<file path="config.mk">
export PLATFORM = sky130hd
export DESIGN_NAME = numeric_literal_scanner
export DESIGN_NICKNAME = d
export VERILOG_FILES = /design/src/rtl/core/nls_pkg.sv /design/src/rtl/core/nls_front.sv /design/src/rtl/core/nls_queue.sv /design/src/rtl/core/nls_back.sv /design/src/rtl/core/numeric_literal_scanner.sv
export SDC_FILE = /design/constraint.sdc
export NUM_CORES = 1
export LEC_CHECK = 0
export ABC_CLOCK_PERIOD_IN_PS = 7200
export BUFFER_PORTS_ARGS = -buffer_cell sky130_fd_sc_hd__buf_4
export CORE_MARGIN = 2
export CORE_UTILIZATION = 60
export DETAILED_ROUTE_END_ITERATION = 16
export PLACE_DENSITY = 0.81
export SETUP_SLACK_MARGIN = 0.05
export SYNTH_ARGS = -nofsm -noshare
export SYNTH_HDL_FRONTEND = slang
export SYNTH_SLANG_ARGS = --single-unit
</file>
<file path="constraint.sdc">
create_clock -name clk -period 7.2 [get_ports clk]
set_clock_uncertainty 0.2 [all_clocks]
set_input_delay 1.08 -clock clk [delete_from_list [all_inputs] [get_ports clk]]
set_output_delay 1.08 -clock clk [all_outputs]
set_load 0.05 [all_outputs]
</file>
<file path="src/rtl/core/nls_pkg.sv">
// ----------------------------------------------------------------------------
// nls_pkg
// Shared types and constants for the numeric literal scanner.
// ----------------------------------------------------------------------------
`default_nettype none

package nls_pkg;

  // Longest literal length that is counted; the count holds there.
  localparam int MAX_LEN = 64;
  localparam int LEN_W   = 7;
  // Internal count wide enough to reach MAX_LEN; the result shows all of its bits
  localparam int CNT_W   = $clog2(MAX_LEN + 1);

  // Classification queue between front and back
  localparam int QDEPTH = 4;
  localparam int QPTR_W = $clog2(QDEPTH);
  localparam int QCNT_W = $clog2(QDEPTH + 1);

  localparam logic [7:0] CH_MINUS = 8'h2D;
  localparam logic [7:0] CH_PLUS  = 8'h2B;
  localparam logic [7:0] CH_DOT   = 8'h2E;
  localparam logic [7:0] CH_0     = 8'h30;
  localparam logic [7:0] CH_1     = 8'h31;
  localparam logic [7:0] CH_7     = 8'h37;
  localparam logic [7:0] CH_9     = 8'h39;
  localparam logic [7:0] CH_UA    = 8'h41;
  localparam logic [7:0] CH_UB    = 8'h42;
  localparam logic [7:0] CH_UD    = 8'h44;
  localparam logic [7:0] CH_UE    = 8'h45;
  localparam logic [7:0] CH_UF    = 8'h46;
  localparam logic [7:0] CH_UX    = 8'h58;
  localparam logic [7:0] CH_LA    = 8'h61;
  localparam logic [7:0] CH_LB    = 8'h62;
  localparam logic [7:0] CH_LD    = 8'h64;
  localparam logic [7:0] CH_LE    = 8'h65;
  localparam logic [7:0] CH_LF    = 8'h66;
  localparam logic [7:0] CH_LX    = 8'h78;

  typedef enum logic [1:0] {
    BC_DEC = 2'd0,
    BC_HEX = 2'd1,
    BC_BIN = 2'd2,
    BC_OCT = 2'd3
  } base_t;

  typedef enum logic [2:0] {
    PH_START   = 3'd0,
    PH_SIGNED  = 3'd1,
    PH_ZERO    = 3'd2,
    PH_MAIN    = 3'd3,
    PH_EXPSIGN = 3'd4,
    PH_EXPDIG  = 3'd5
  } phase_t;

  // Character classes as the scanner sees them
  typedef enum logic [3:0] {
    CC_MINUS = 4'd0,
    CC_PLUS  = 4'd1,
    CC_ZERO  = 4'd2,
    CC_ONE   = 4'd3,   // '1'
    CC_OCT   = 4'd4,   // '2'..'7'
    CC_DEC   = 4'd5,   // '8', '9'
    CC_HEX   = 4'd6,   // a-d, f and upper case, except b
    CC_B     = 4'd7,   // b or B: binary prefix or hex digit
    CC_E     = 4'd8,   // e or E: exponent or hex digit
    CC_X     = 4'd9,
    CC_DOT   = 4'd10,
    CC_OTHER = 4'd11
  } char_class_t;

  typedef struct packed {
    logic [7:0] char_code;
    logic       end_of_text;
  } char_item_t;

  typedef struct packed {
    char_class_t cls;
    logic        end_of_text;
  } class_item_t;

  typedef struct packed {
    logic             consumed;
    logic             done_res;
    logic [1:0]       base_code;
    logic             negative;
    logic             is_float;
    logic             has_exponent;
    logic [LEN_W-1:0] literal_length;
  } result_item_t;

  function automatic char_class_t classify(input logic [7:0] c);
    char_class_t k;
    k = CC_OTHER;
    if (c == CH_MINUS)                              k = CC_MINUS;
    else if (c == CH_PLUS)                          k = CC_PLUS;
    else if (c == CH_0)                             k = CC_ZERO;
    else if (c == CH_1)                             k = CC_ONE;
    else if (c > CH_1 && c <= CH_7)                 k = CC_OCT;
    else if (c > CH_7 && c <= CH_9)                 k = CC_DEC;
    else if (c == CH_LB || c == CH_UB)              k = CC_B;
    else if (c == CH_LE || c == CH_UE)              k = CC_E;
    else if (c == CH_LX || c == CH_UX)              k = CC_X;
    else if (c == CH_DOT)                           k = CC_DOT;
    else if ((c >= CH_LA && c <= CH_LD) || (c >= CH_UA && c <= CH_UD) ||
             c == CH_LF || c == CH_UF)              k = CC_HEX;
    return k;
  endfunction

endpackage

`default_nettype wire

</file>
<file path="src/rtl/core/nls_front.sv">
// ----------------------------------------------------------------------------
// nls_front
// Accepts characters, classifies them and registers the class for the queue.
// ----------------------------------------------------------------------------
`default_nettype none

module nls_front (
  input  wire                  clk,
  input  wire                  rst,
  input  wire                  char_valid,
  output logic                 char_stall,
  input  nls_pkg::char_item_t  char_item,
  output logic                 cls_valid,
  input  wire                  cls_stall,
  output nls_pkg::class_item_t cls_item
);

  logic load;

  assign char_stall = cls_valid && cls_stall;
  assign load       = char_valid && !char_stall;

  always_ff @(posedge clk) begin
    if (rst) begin
      cls_valid <= 1'b0;
    end else if (!char_stall) begin
      cls_valid <= char_valid;
    end
  end

  always_ff @(posedge clk) begin
    if (load) begin
      cls_item.cls         <= nls_pkg::classify(char_item.char_code);
      cls_item.end_of_text <= char_item.end_of_text;
    end
  end

endmodule

`default_nettype wire

</file>
<file path="src/rtl/core/nls_queue.sv">
// ----------------------------------------------------------------------------
// nls_queue
// Short FIFO of classified characters between front and back.
// ----------------------------------------------------------------------------
`default_nettype none

module nls_queue (
  input  wire                  clk,
  input  wire                  rst,
  input  wire                  push_valid,
  output logic                 push_stall,
  input  nls_pkg::class_item_t push_item,
  output logic                 pop_valid,
  input  wire                  pop_stall,
  output nls_pkg::class_item_t pop_item
);

  nls_pkg::class_item_t              slots [nls_pkg::QDEPTH];
  logic [nls_pkg::QPTR_W-1:0]        wr_ptr;
  logic [nls_pkg::QPTR_W-1:0]        rd_ptr;
  logic [nls_pkg::QCNT_W-1:0]        count;
  logic                              push;
  logic                              pop;

  assign push_stall = (count == nls_pkg::QCNT_W'(nls_pkg::QDEPTH));
  assign pop_valid  = (count != '0);
  assign push       = push_valid && !push_stall;
  assign pop        = pop_valid && !pop_stall;
  assign pop_item   = slots[rd_ptr];

  always_ff @(posedge clk) begin
    if (rst) begin
      wr_ptr <= '0;
      rd_ptr <= '0;
      count  <= '0;
    end else begin
      if (push) wr_ptr <= wr_ptr + 1'b1;
      if (pop)  rd_ptr <= rd_ptr + 1'b1;
      if (push && !pop)      count <= count + 1'b1;
      else if (pop && !push) count <= count - 1'b1;
    end
  end

  always_ff @(posedge clk) begin
    if (push) slots[wr_ptr] <= push_item;
  end

endmodule

`default_nettype wire

</file>
<file path="src/rtl/core/nls_back.sv">
// ----------------------------------------------------------------------------
// nls_back
// Literal state machine: steps once per classified character and registers
// the result.
// ----------------------------------------------------------------------------
`default_nettype none

module nls_back (
  input  wire                   clk,
  input  wire                   rst,
  input  wire                   cls_valid,
  output logic                  cls_stall,
  input  nls_pkg::class_item_t  cls_item,
  output logic                  result_valid,
  input  wire                   result_stall,
  output nls_pkg::result_item_t result_item
);

  nls_pkg::phase_t           phase, phase_next;
  nls_pkg::base_t            base_reg, base_next;
  logic                      negative_reg, negative_next;
  logic                      float_reg, float_next;
  logic                      exponent_reg, exponent_next;
  logic [nls_pkg::CNT_W-1:0] length_count, length_next;
  logic                      took, fin;
  logic                      step;

  assign cls_stall = result_valid && result_stall;
  assign step      = cls_valid && !cls_stall;

  always_comb begin
    nls_pkg::char_class_t k;
    k             = cls_item.cls;
    took          = 1'b0;
    fin           = 1'b0;
    base_next     = base_reg;
    negative_next = negative_reg;
    float_next    = float_reg;
    exponent_next = exponent_reg;
    length_next   = length_count;

    unique case (phase)
      nls_pkg::PH_START, nls_pkg::PH_SIGNED, nls_pkg::PH_ZERO, nls_pkg::PH_MAIN,
      nls_pkg::PH_EXPSIGN, nls_pkg::PH_EXPDIG: phase_next = phase;
      default:                                 phase_next = nls_pkg::PH_START;
    endcase

    if (phase_next == nls_pkg::PH_START) begin
      if (k == nls_pkg::CC_MINUS) begin
        negative_next = 1'b1;
        took          = 1'b1;
      end else if (k == nls_pkg::CC_PLUS) begin
        took = 1'b1;
      end
      phase_next = nls_pkg::PH_SIGNED;
    end

    if (!took && phase_next == nls_pkg::PH_SIGNED) begin
      if (k == nls_pkg::CC_ZERO) begin
        took       = 1'b1;
        phase_next = nls_pkg::PH_ZERO;
      end else begin
        base_next  = nls_pkg::BC_DEC;
        phase_next = nls_pkg::PH_MAIN;
      end
    end

    if (!took && phase_next == nls_pkg::PH_ZERO) begin
      case (k) inside
        nls_pkg::CC_X: begin
          base_next  = nls_pkg::BC_HEX;
          took       = 1'b1;
          phase_next = nls_pkg::PH_MAIN;
        end
        nls_pkg::CC_B: begin
          base_next  = nls_pkg::BC_BIN;
          took       = 1'b1;
          phase_next = nls_pkg::PH_MAIN;
        end
        nls_pkg::CC_DOT: begin
          base_next  = nls_pkg::BC_DEC;
          float_next = 1'b1;
          took       = 1'b1;
          phase_next = nls_pkg::PH_MAIN;
        end
        // octal digit: rescanned below as the first octal digit
        nls_pkg::CC_ZERO, nls_pkg::CC_ONE, nls_pkg::CC_OCT: begin
          base_next  = nls_pkg::BC_OCT;
          phase_next = nls_pkg::PH_MAIN;
        end
        default: begin
          base_next = nls_pkg::BC_DEC;   // bare zero
          fin       = 1'b1;
        end
      endcase
    end

    if (!took && !fin && phase_next == nls_pkg::PH_MAIN) begin
      case (k) inside
        nls_pkg::CC_ZERO, nls_pkg::CC_ONE: took = 1'b1;
        nls_pkg::CC_OCT: begin
          if (base_next != nls_pkg::BC_BIN) took = 1'b1;
          else fin = 1'b1;
        end
        nls_pkg::CC_DEC: begin
          if (base_next == nls_pkg::BC_DEC || base_next == nls_pkg::BC_HEX) took = 1'b1;
          else fin = 1'b1;
        end
        nls_pkg::CC_HEX, nls_pkg::CC_B: begin
          if (base_next == nls_pkg::BC_HEX) took = 1'b1;
          else fin = 1'b1;
        end
        nls_pkg::CC_DOT: begin
          if (!float_next) begin
            float_next = 1'b1;
            took       = 1'b1;
          end else begin
            fin = 1'b1;
          end
        end
        nls_pkg::CC_E: begin
          if (base_next == nls_pkg::BC_HEX) begin
            took = 1'b1;
          end else if (base_next == nls_pkg::BC_DEC) begin
            exponent_next = 1'b1;
            took          = 1'b1;
            phase_next    = nls_pkg::PH_EXPSIGN;
          end else begin
            fin = 1'b1;
          end
        end
        default: fin = 1'b1;
      endcase
    end

    if (!took && !fin && phase_next == nls_pkg::PH_EXPSIGN) begin
      if (k == nls_pkg::CC_PLUS || k == nls_pkg::CC_MINUS) took = 1'b1;
      phase_next = nls_pkg::PH_EXPDIG;
    end

    if (!took && !fin && phase_next == nls_pkg::PH_EXPDIG) begin
      case (k) inside
        nls_pkg::CC_ZERO, nls_pkg::CC_ONE, nls_pkg::CC_OCT, nls_pkg::CC_DEC: took = 1'b1;
        default: fin = 1'b1;
      endcase
    end

    if (took) begin
      if (length_count < nls_pkg::CNT_W'(nls_pkg::MAX_LEN)) begin
        length_next = length_count + 1'b1;
      end
      if (cls_item.end_of_text) fin = 1'b1;
    end
  end

  always_ff @(posedge clk) begin
    if (rst) begin
      phase        <= nls_pkg::PH_START;
      base_reg     <= nls_pkg::BC_DEC;
      negative_reg <= 1'b0;
      float_reg    <= 1'b0;
      exponent_reg <= 1'b0;
      length_count <= '0;
      result_valid <= 1'b0;
    end else begin
      if (!cls_stall) result_valid <= cls_valid;
      if (step) begin
        if (fin) begin
          // literal complete: next request starts a fresh one
          phase        <= nls_pkg::PH_START;
          base_reg     <= nls_pkg::BC_DEC;
          negative_reg <= 1'b0;
          float_reg    <= 1'b0;
          exponent_reg <= 1'b0;
          length_count <= '0;
        end else begin
          phase        <= phase_next;
          base_reg     <= base_next;
          negative_reg <= negative_next;
          float_reg    <= float_next;
          exponent_reg <= exponent_next;
          length_count <= length_next;
        end
      end
    end
  end

  always_ff @(posedge clk) begin
    if (step) begin
      result_item.consumed       <= took;
      result_item.done_res       <= fin;
      result_item.base_code      <= base_next;
      result_item.negative       <= negative_next;
      result_item.is_float       <= float_next;
      result_item.has_exponent   <= exponent_next;
      result_item.literal_length <= nls_pkg::LEN_W'(length_next);
    end
  end

endmodule

`default_nettype wire

</file>
<file path="src/rtl/core/numeric_literal_scanner.sv">
// ----------------------------------------------------------------------------
// numeric_literal_scanner
// Streaming recognizer for one numeric literal per run of characters.
// ----------------------------------------------------------------------------
// Takes one character per cycle and returns one result per character, in
// order, at a sustained rate of one per cycle when nothing stalls; a request
// passes the classify register, the queue and the state-machine result
// register on its way to a result. A four-entry queue between the classifier
// and the literal state machine absorbs stalls on the result side. The result
// flags and length describe the literal after that character; done_res marks
// its end; the ending character is reported as not consumed unless it is taken at end of text.
`default_nettype none

module numeric_literal_scanner (
  input  wire                   clk,
  input  wire                   rst,
  input  wire                   char_valid,
  output logic                  char_stall,
  input  nls_pkg::char_item_t   char_item,
  output logic                  result_valid,
  input  wire                   result_stall,
  output nls_pkg::result_item_t result_item
);

  logic                 f_valid, f_stall;
  nls_pkg::class_item_t f_item;
  logic                 q_valid, q_stall;
  nls_pkg::class_item_t q_item;

  nls_front u_front (
    .clk        (clk),
    .rst        (rst),
    .char_valid (char_valid),
    .char_stall (char_stall),
    .char_item  (char_item),
    .cls_valid  (f_valid),
    .cls_stall  (f_stall),
    .cls_item   (f_item)
  );

  nls_queue u_queue (
    .clk        (clk),
    .rst        (rst),
    .push_valid (f_valid),
    .push_stall (f_stall),
    .push_item  (f_item),
    .pop_valid  (q_valid),
    .pop_stall  (q_stall),
    .pop_item   (q_item)
  );

  nls_back u_back (
    .clk          (clk),
    .rst          (rst),
    .cls_valid    (q_valid),
    .cls_stall    (q_stall),
    .cls_item     (q_item),
    .result_valid (result_valid),
    .result_stall (result_stall),
    .result_item  (result_item)
  );

endmodule

`default_nettype wire

</file>
# ---- Yosys cells after proc, flatten, opt, wreduce, memory -nomap -nowiden
# Memories as Yosys holds them, arrays and structs flattened. A register that Yosys moved wholly into a read port is not among the register bits.
# Cells that the tools add are included.
dict set report totals {
  n_memories 1
  wordCells 246
  output_inout_bits 16
  ram_bits 20
  in_bits 13
  reg_bits 43
}
# name depth width rd rd_clocked_by_memory_dff wr line
set mem_list {}
lappend mem_list {u_queue.slots 4 5 1 1 1 nls_queue.sv:18} ;# nls_pkg::class_item_t slots [nls_pkg::QDEPTH];
dict set report classes {
  addsub 5
  magnitude_cmp 9
  n_mux 119
  reduce_logical 53
  eq_ne 36
}
# op n
set ops {}
lappend ops {{$mux W1} 76}
lappend ops {{$mux W3} 24}
lappend ops {{$eq A8 B7 Y1 const B} 8}
lappend ops {{$eq A8 B6 Y1 const B} 5}
lappend ops {{$mux W2} 12}
lappend ops {{$mux W7} 3}
lappend ops {{$logic_and A1 B1 Y1} 19}
lappend ops {{$eq A4 B3 Y1 const B} 4}
lappend ops {{$ge A8 B7 Y1 const B} 2}
lappend ops {{$gt A8 B6 Y1 const B} 2}
lappend ops {{$le A8 B6 Y1 const B} 2}
lappend ops {{$le A8 B7 Y1 const B} 2}
lappend ops {{$mux W4} 4}
lappend ops {{$eq A3 B3 Y1 const B} 5}
lappend ops {{$eq A3 B2 Y1 const B} 4}
lappend ops {{$eq A4 B4 Y1 const B} 3}
lappend ops {{$logic_not A1 Y1} 12}
lappend ops {{$eq A4 B2 Y1 const B} 2}
lappend ops {{$logic_or A1 B1 Y1} 8}
lappend ops {{$reduce_or A4 Y1} 2}
lappend ops {{$add A7 B1 Y7 const B} 1}
lappend ops {{$lt A7 B7 Y1 const B} 1}
lappend ops {{$reduce_or A7 Y1} 1}
lappend ops {{$eq A3 B1 Y1 const B} 2}
lappend ops {{other kinds (14)} 18}

# ---- Depth between registers and ports, before layout
dict set report depth {
  word_depth 32
  ltp_mapped 11
  ltp_nobuf 8
}

# ---- Cells and area by module
# Synthesis repeated with hierarchy kept, for this count alone.
dict set report hier_totals {
  hier_cells 323
  hier_area_um2 3418.3
}
# module instances cells_each area_each_um2 seq_area_each_um2
set by_module_without_submodules {}
lappend by_module_without_submodules {nls_back 1 192 1742.9 740.7}
lappend by_module_without_submodules {nls_queue 1 77 1206.2 780.7}
lappend by_module_without_submodules {nls_front 1 54 469.2 170.2}

# ---- Worst setup path before layout
# OpenSTA, ideal clock, no wires.
dict set report synth_timing {
  path_kind {reg2reg}
  startpoint {register with a tool-made name}
  endpoint {register, netlist name u_back.result_item[1]}
  arrival_ns 2.619
  synth_period_minus_slack_ns 3.081
  setup_slack_ns 4.119
  stages_incl_launch_ff 12
  n_path_buf 3
  t_required_ns 6.738
  setup_time_ns 0.262
  path_cell_list {dfxtp_1 -> buf_6 -> mux4_2 -> buf_6 -> a211o_1 -> a31oi_4 -> o32ai_4 -> o211ai_4 -> and2b_1 -> buf_6 -> nor2b_4 -> mux2_1}
}

==> results.sh <==
export IMPL_syn_mean_instance_area_um2=10.8
export IMPL_power_mw=1.50
export IMPL_grt_first_pass_wirelength_mm=10.2
export IMPL_insertion_delay_ns=0.34
export IMPL_leakage_nw=1.37
export IMPL_yosysSeqAreaShare_pct=51.4
export IMPL_placed_area_mm2=0.00350
export IMPL_drt_initial_drc_count=157
export IMPL_syn_nets=324
export IMPL_r2r_end="u_back.result_item[1]"
export IMPL_fin_crit_ns=3.42
export IMPL_layout_cells_most_common="edfxtp_1"
export IMPL_largest_reg_flops=20
export IMPL_die_x_um=78.0
export IMPL_clockBufferDepth=2
export IMPL_highest_layer="met4"
export IMPL_wl_mm=6.07
export IMPL_syn_inst=304
export IMPL_ctsResizeCount=0
export IMPL_wirelength_met1_mm=2.56
export IMPL_reg_top3="u_queue.slots x20, u_back.result_item x14, u_back.length_count x7"
export IMPL_grtUsageTotal_pct=21.6
export IMPL_clkPwrFrac_pct=17.6
export IMPL_htree_levels=3
export IMPL_drive_above_1_share_pct=17.5
export IMPL_placedCellCount=385
export IMPL_arrival_ns=3.32
export IMPL_rsz0062_at_grt="false"
export IMPL_cts_tree="yes"
export IMPL_die_area_mm2=0.00609
export IMPL_cpLargestDelayFamily="multiplexers"
export IMPL_max_vdd_ir_drop_v=0.000327
export IMPL_yosysWarningCount=0
export IMPL_ios=29
export IMPL_nets=346
export IMPL_fmax_ghz=0.292
export IMPL_port_buffers=28
export IMPL_initial_core_util_pct=63.2
export IMPL_maxSlewHeadroom_pct=38.3
export IMPL_setup_viol_count_final=0
export IMPL_syn_cell_area_mm2=0.00329
export IMPL_cp_required_ns=7.10
export IMPL_wl_met2_mm=3.14
export IMPL_crit_fanout=18
export IMPL_place_ws_ns=3.76
export IMPL_critPathBufInv=0
export IMPL_hold_path_depth=2
export IMPL_ys_flop_type="edfxtp_1"
export IMPL_regMostFlops="u_queue.slots"
export IMPL_finalNonFillerCells=401
export IMPL_dp_hpwl_mm=4.37
export IMPL_drc=0
export IMPL_fin_crit_sh_pct=47.5
export IMPL_routed_via_density=5.89
export IMPL_ant_nets=0
export IMPL_fin_tns_setup_ns=0
export IMPL_clkSlewWorstSetupHoldPaths_ns=0.08
export IMPL_final_area_mm2=0.00367
export IMPL_cts_hold_buf=0
export IMPL_post_cts_buffers=0
export IMPL_combinationalPowerShare_pct=46.1
export IMPL_final_hold_viol_count=0
export IMPL_numCtsBuffers=9
export IMPL_crit_type="reg2reg"
export IMPL_worst_hold_slack_ns=0.267
export IMPL_grt_pass1_vias=2255
export IMPL_hold_start="u_back.negative_reg"
export IMPL_cts_num_sinks=65
export IMPL_utilization_pct=70.5
export IMPL_layout_setup_ws_ns=3.78
export IMPL_start_kind="register"
export IMPL_crit_path_end_kind="register"
export IMPL_grt_overflow_total=0
export IMPL_hold_path_class="reg2reg"
export IMPL_slowest_delay_ns=0.72
export IMPL_post_drt_wl_per_cell_um=15.1
export IMPL_r2r_cells=8
export IMPL_vias=2362
export IMPL_power_switching_uw=647
export IMPL_synthArstFlopShare_pct=0
export IMPL_grt_max_degree=28
export IMPL_ys_types=60
export IMPL_gp_congestion=0.941
export IMPL_synthToLayoutAreaGrowth_pct=11.6
export IMPL_status="complete, no violations"
export IMPL_core_mm2=0.00520
export IMPL_drtPass1Iterations=4
export IMPL_num_rows=26
export IMPL_final_cell_mix="edfxtp_1, nand2_1, buf_4, a21oi_1, dfxtp_1"
export IMPL_num_antenna_cells=0
export IMPL_reg2reg_setup_slack_ns=3.78
export IMPL_netSwitchingFraction_pct=43.2
export IMPL_maxCapViolCount=0
export IMPL_die_h_um=78.0
export IMPL_cp_slowest_cell="mux4_2"
export IMPL_antenna_found_initial=0
export IMPL_maxSlewViolCount=0
export IMPL_crit_chain="mux4_2 -> a211o_1 -> a31oi_4 -> o32ai_4 -> o211ai_4 -> and2b_1 -> nor2b_4 -> mux2_1"
export IMPL_worst_pin_slew_ns=0.924
export IMPL_synth_edf_count=39
export IMPL_route_met3_wl_um=276
export IMPL_synth_seq_cells=65
export IMPL_p_int_uw=853
export IMPL_seq_power_share_pct=36.3
export IMPL_hold_path_endpoint="u_back.negative_reg"
export IMPL_powerDensity_mw_per_mm2=409
export IMPL_clockRootBuffer="clkbuf_8"
## worst max-delay path by stage
stage	start	to	slack [ns]	depth (start not counted)
4_1_cts	register	u_back.result_item[1]	3.77	8
5_1_grt	register	u_back.result_item[1]	3.56	8
2_1_floorplan	register	u_back.result_item[1]	4.12	11
3_5_place_dp	register	u_back.result_item[1]	3.76	8
6_report	register	u_back.result_item[1]	3.78	8
3_3_place_gp	register	u_back.result_item[1]	3.79	8
## routing by layer
layer / vias up / track usage [%]
li1: 1163 / -
met1: 1123 / 25.5
met2: 68 / 37.2
met4: 0 / 8.25
met5: - / 0
met3: 8 / 6.32
## final cells by class
class / count / area, um2
flip-flops and latches: 65 / 1690
fillers: 394 / 1540
multi-input cells: 214 / 1480
repair buffers: 28 / 210
clock buffers: 9 / 124
well taps: 70 / 87.6
clock inverters: 7 / 47.5
inverters: 8 / 30.0
## power by group through the flow
stage,logic [mW],registers [mW],clock network [mW]
2_1_floorplan,0.430,0.683,0
3_3_place_gp,0.680,0.550,0
3_5_place_dp,0.689,0.553,0
4_1_cts,0.692,0.545,0.267
5_1_grt,0.751,0.553,0.286
6_report,0.692,0.544,0.264
## kinds of logic (layout without fill, tap and decap cells)
group / after synthesis / after routing / synth area share [%]
and+or+nand+nor: 116 / 116 / 18.8
AOI/OAI and AO/OA: 70 / 70 / 15.4
DFF: 65 / 65 / 51.4
buffers and inverters: 25 / 52 / 3.62
xor gates and xnor gates: 12 / 12 / 3.20
adders and majority gates: 8 / 8 / 3.20
muxes: 8 / 8 / 4.38
## Yosys cell counts, types with 5 or more instances
library cell,n,area (um2)
a21o_1,5,37.5
a21oi_1,26,130
a22o_1,5,43.8
clkbuf_1,10,37.5
dfxtp_1,26,521
edfxtp_1,39,1170
ha_1,6,75.1
inv_1,8,30.0
mux4_2,5,113
nand2_1,29,109
nand2b_1,9,56.3
nor2_1,24,90.1
nor2b_1,7,43.8
nor3_1,13,65.1
o21ai_0,10,50.1
xnor2_1,6,52.6
xor2_1,6,52.6
## worst register-to-register path, delay by kind of cell (launching register included)
kind | cells | cell delay [ns]
compound gates | 4 | 0.95
flops | 1 | 0.50
mux | 2 | 1.04
simple gates | 2 | 0.49
No activity file was read; power rests on OpenSTA's default activity.
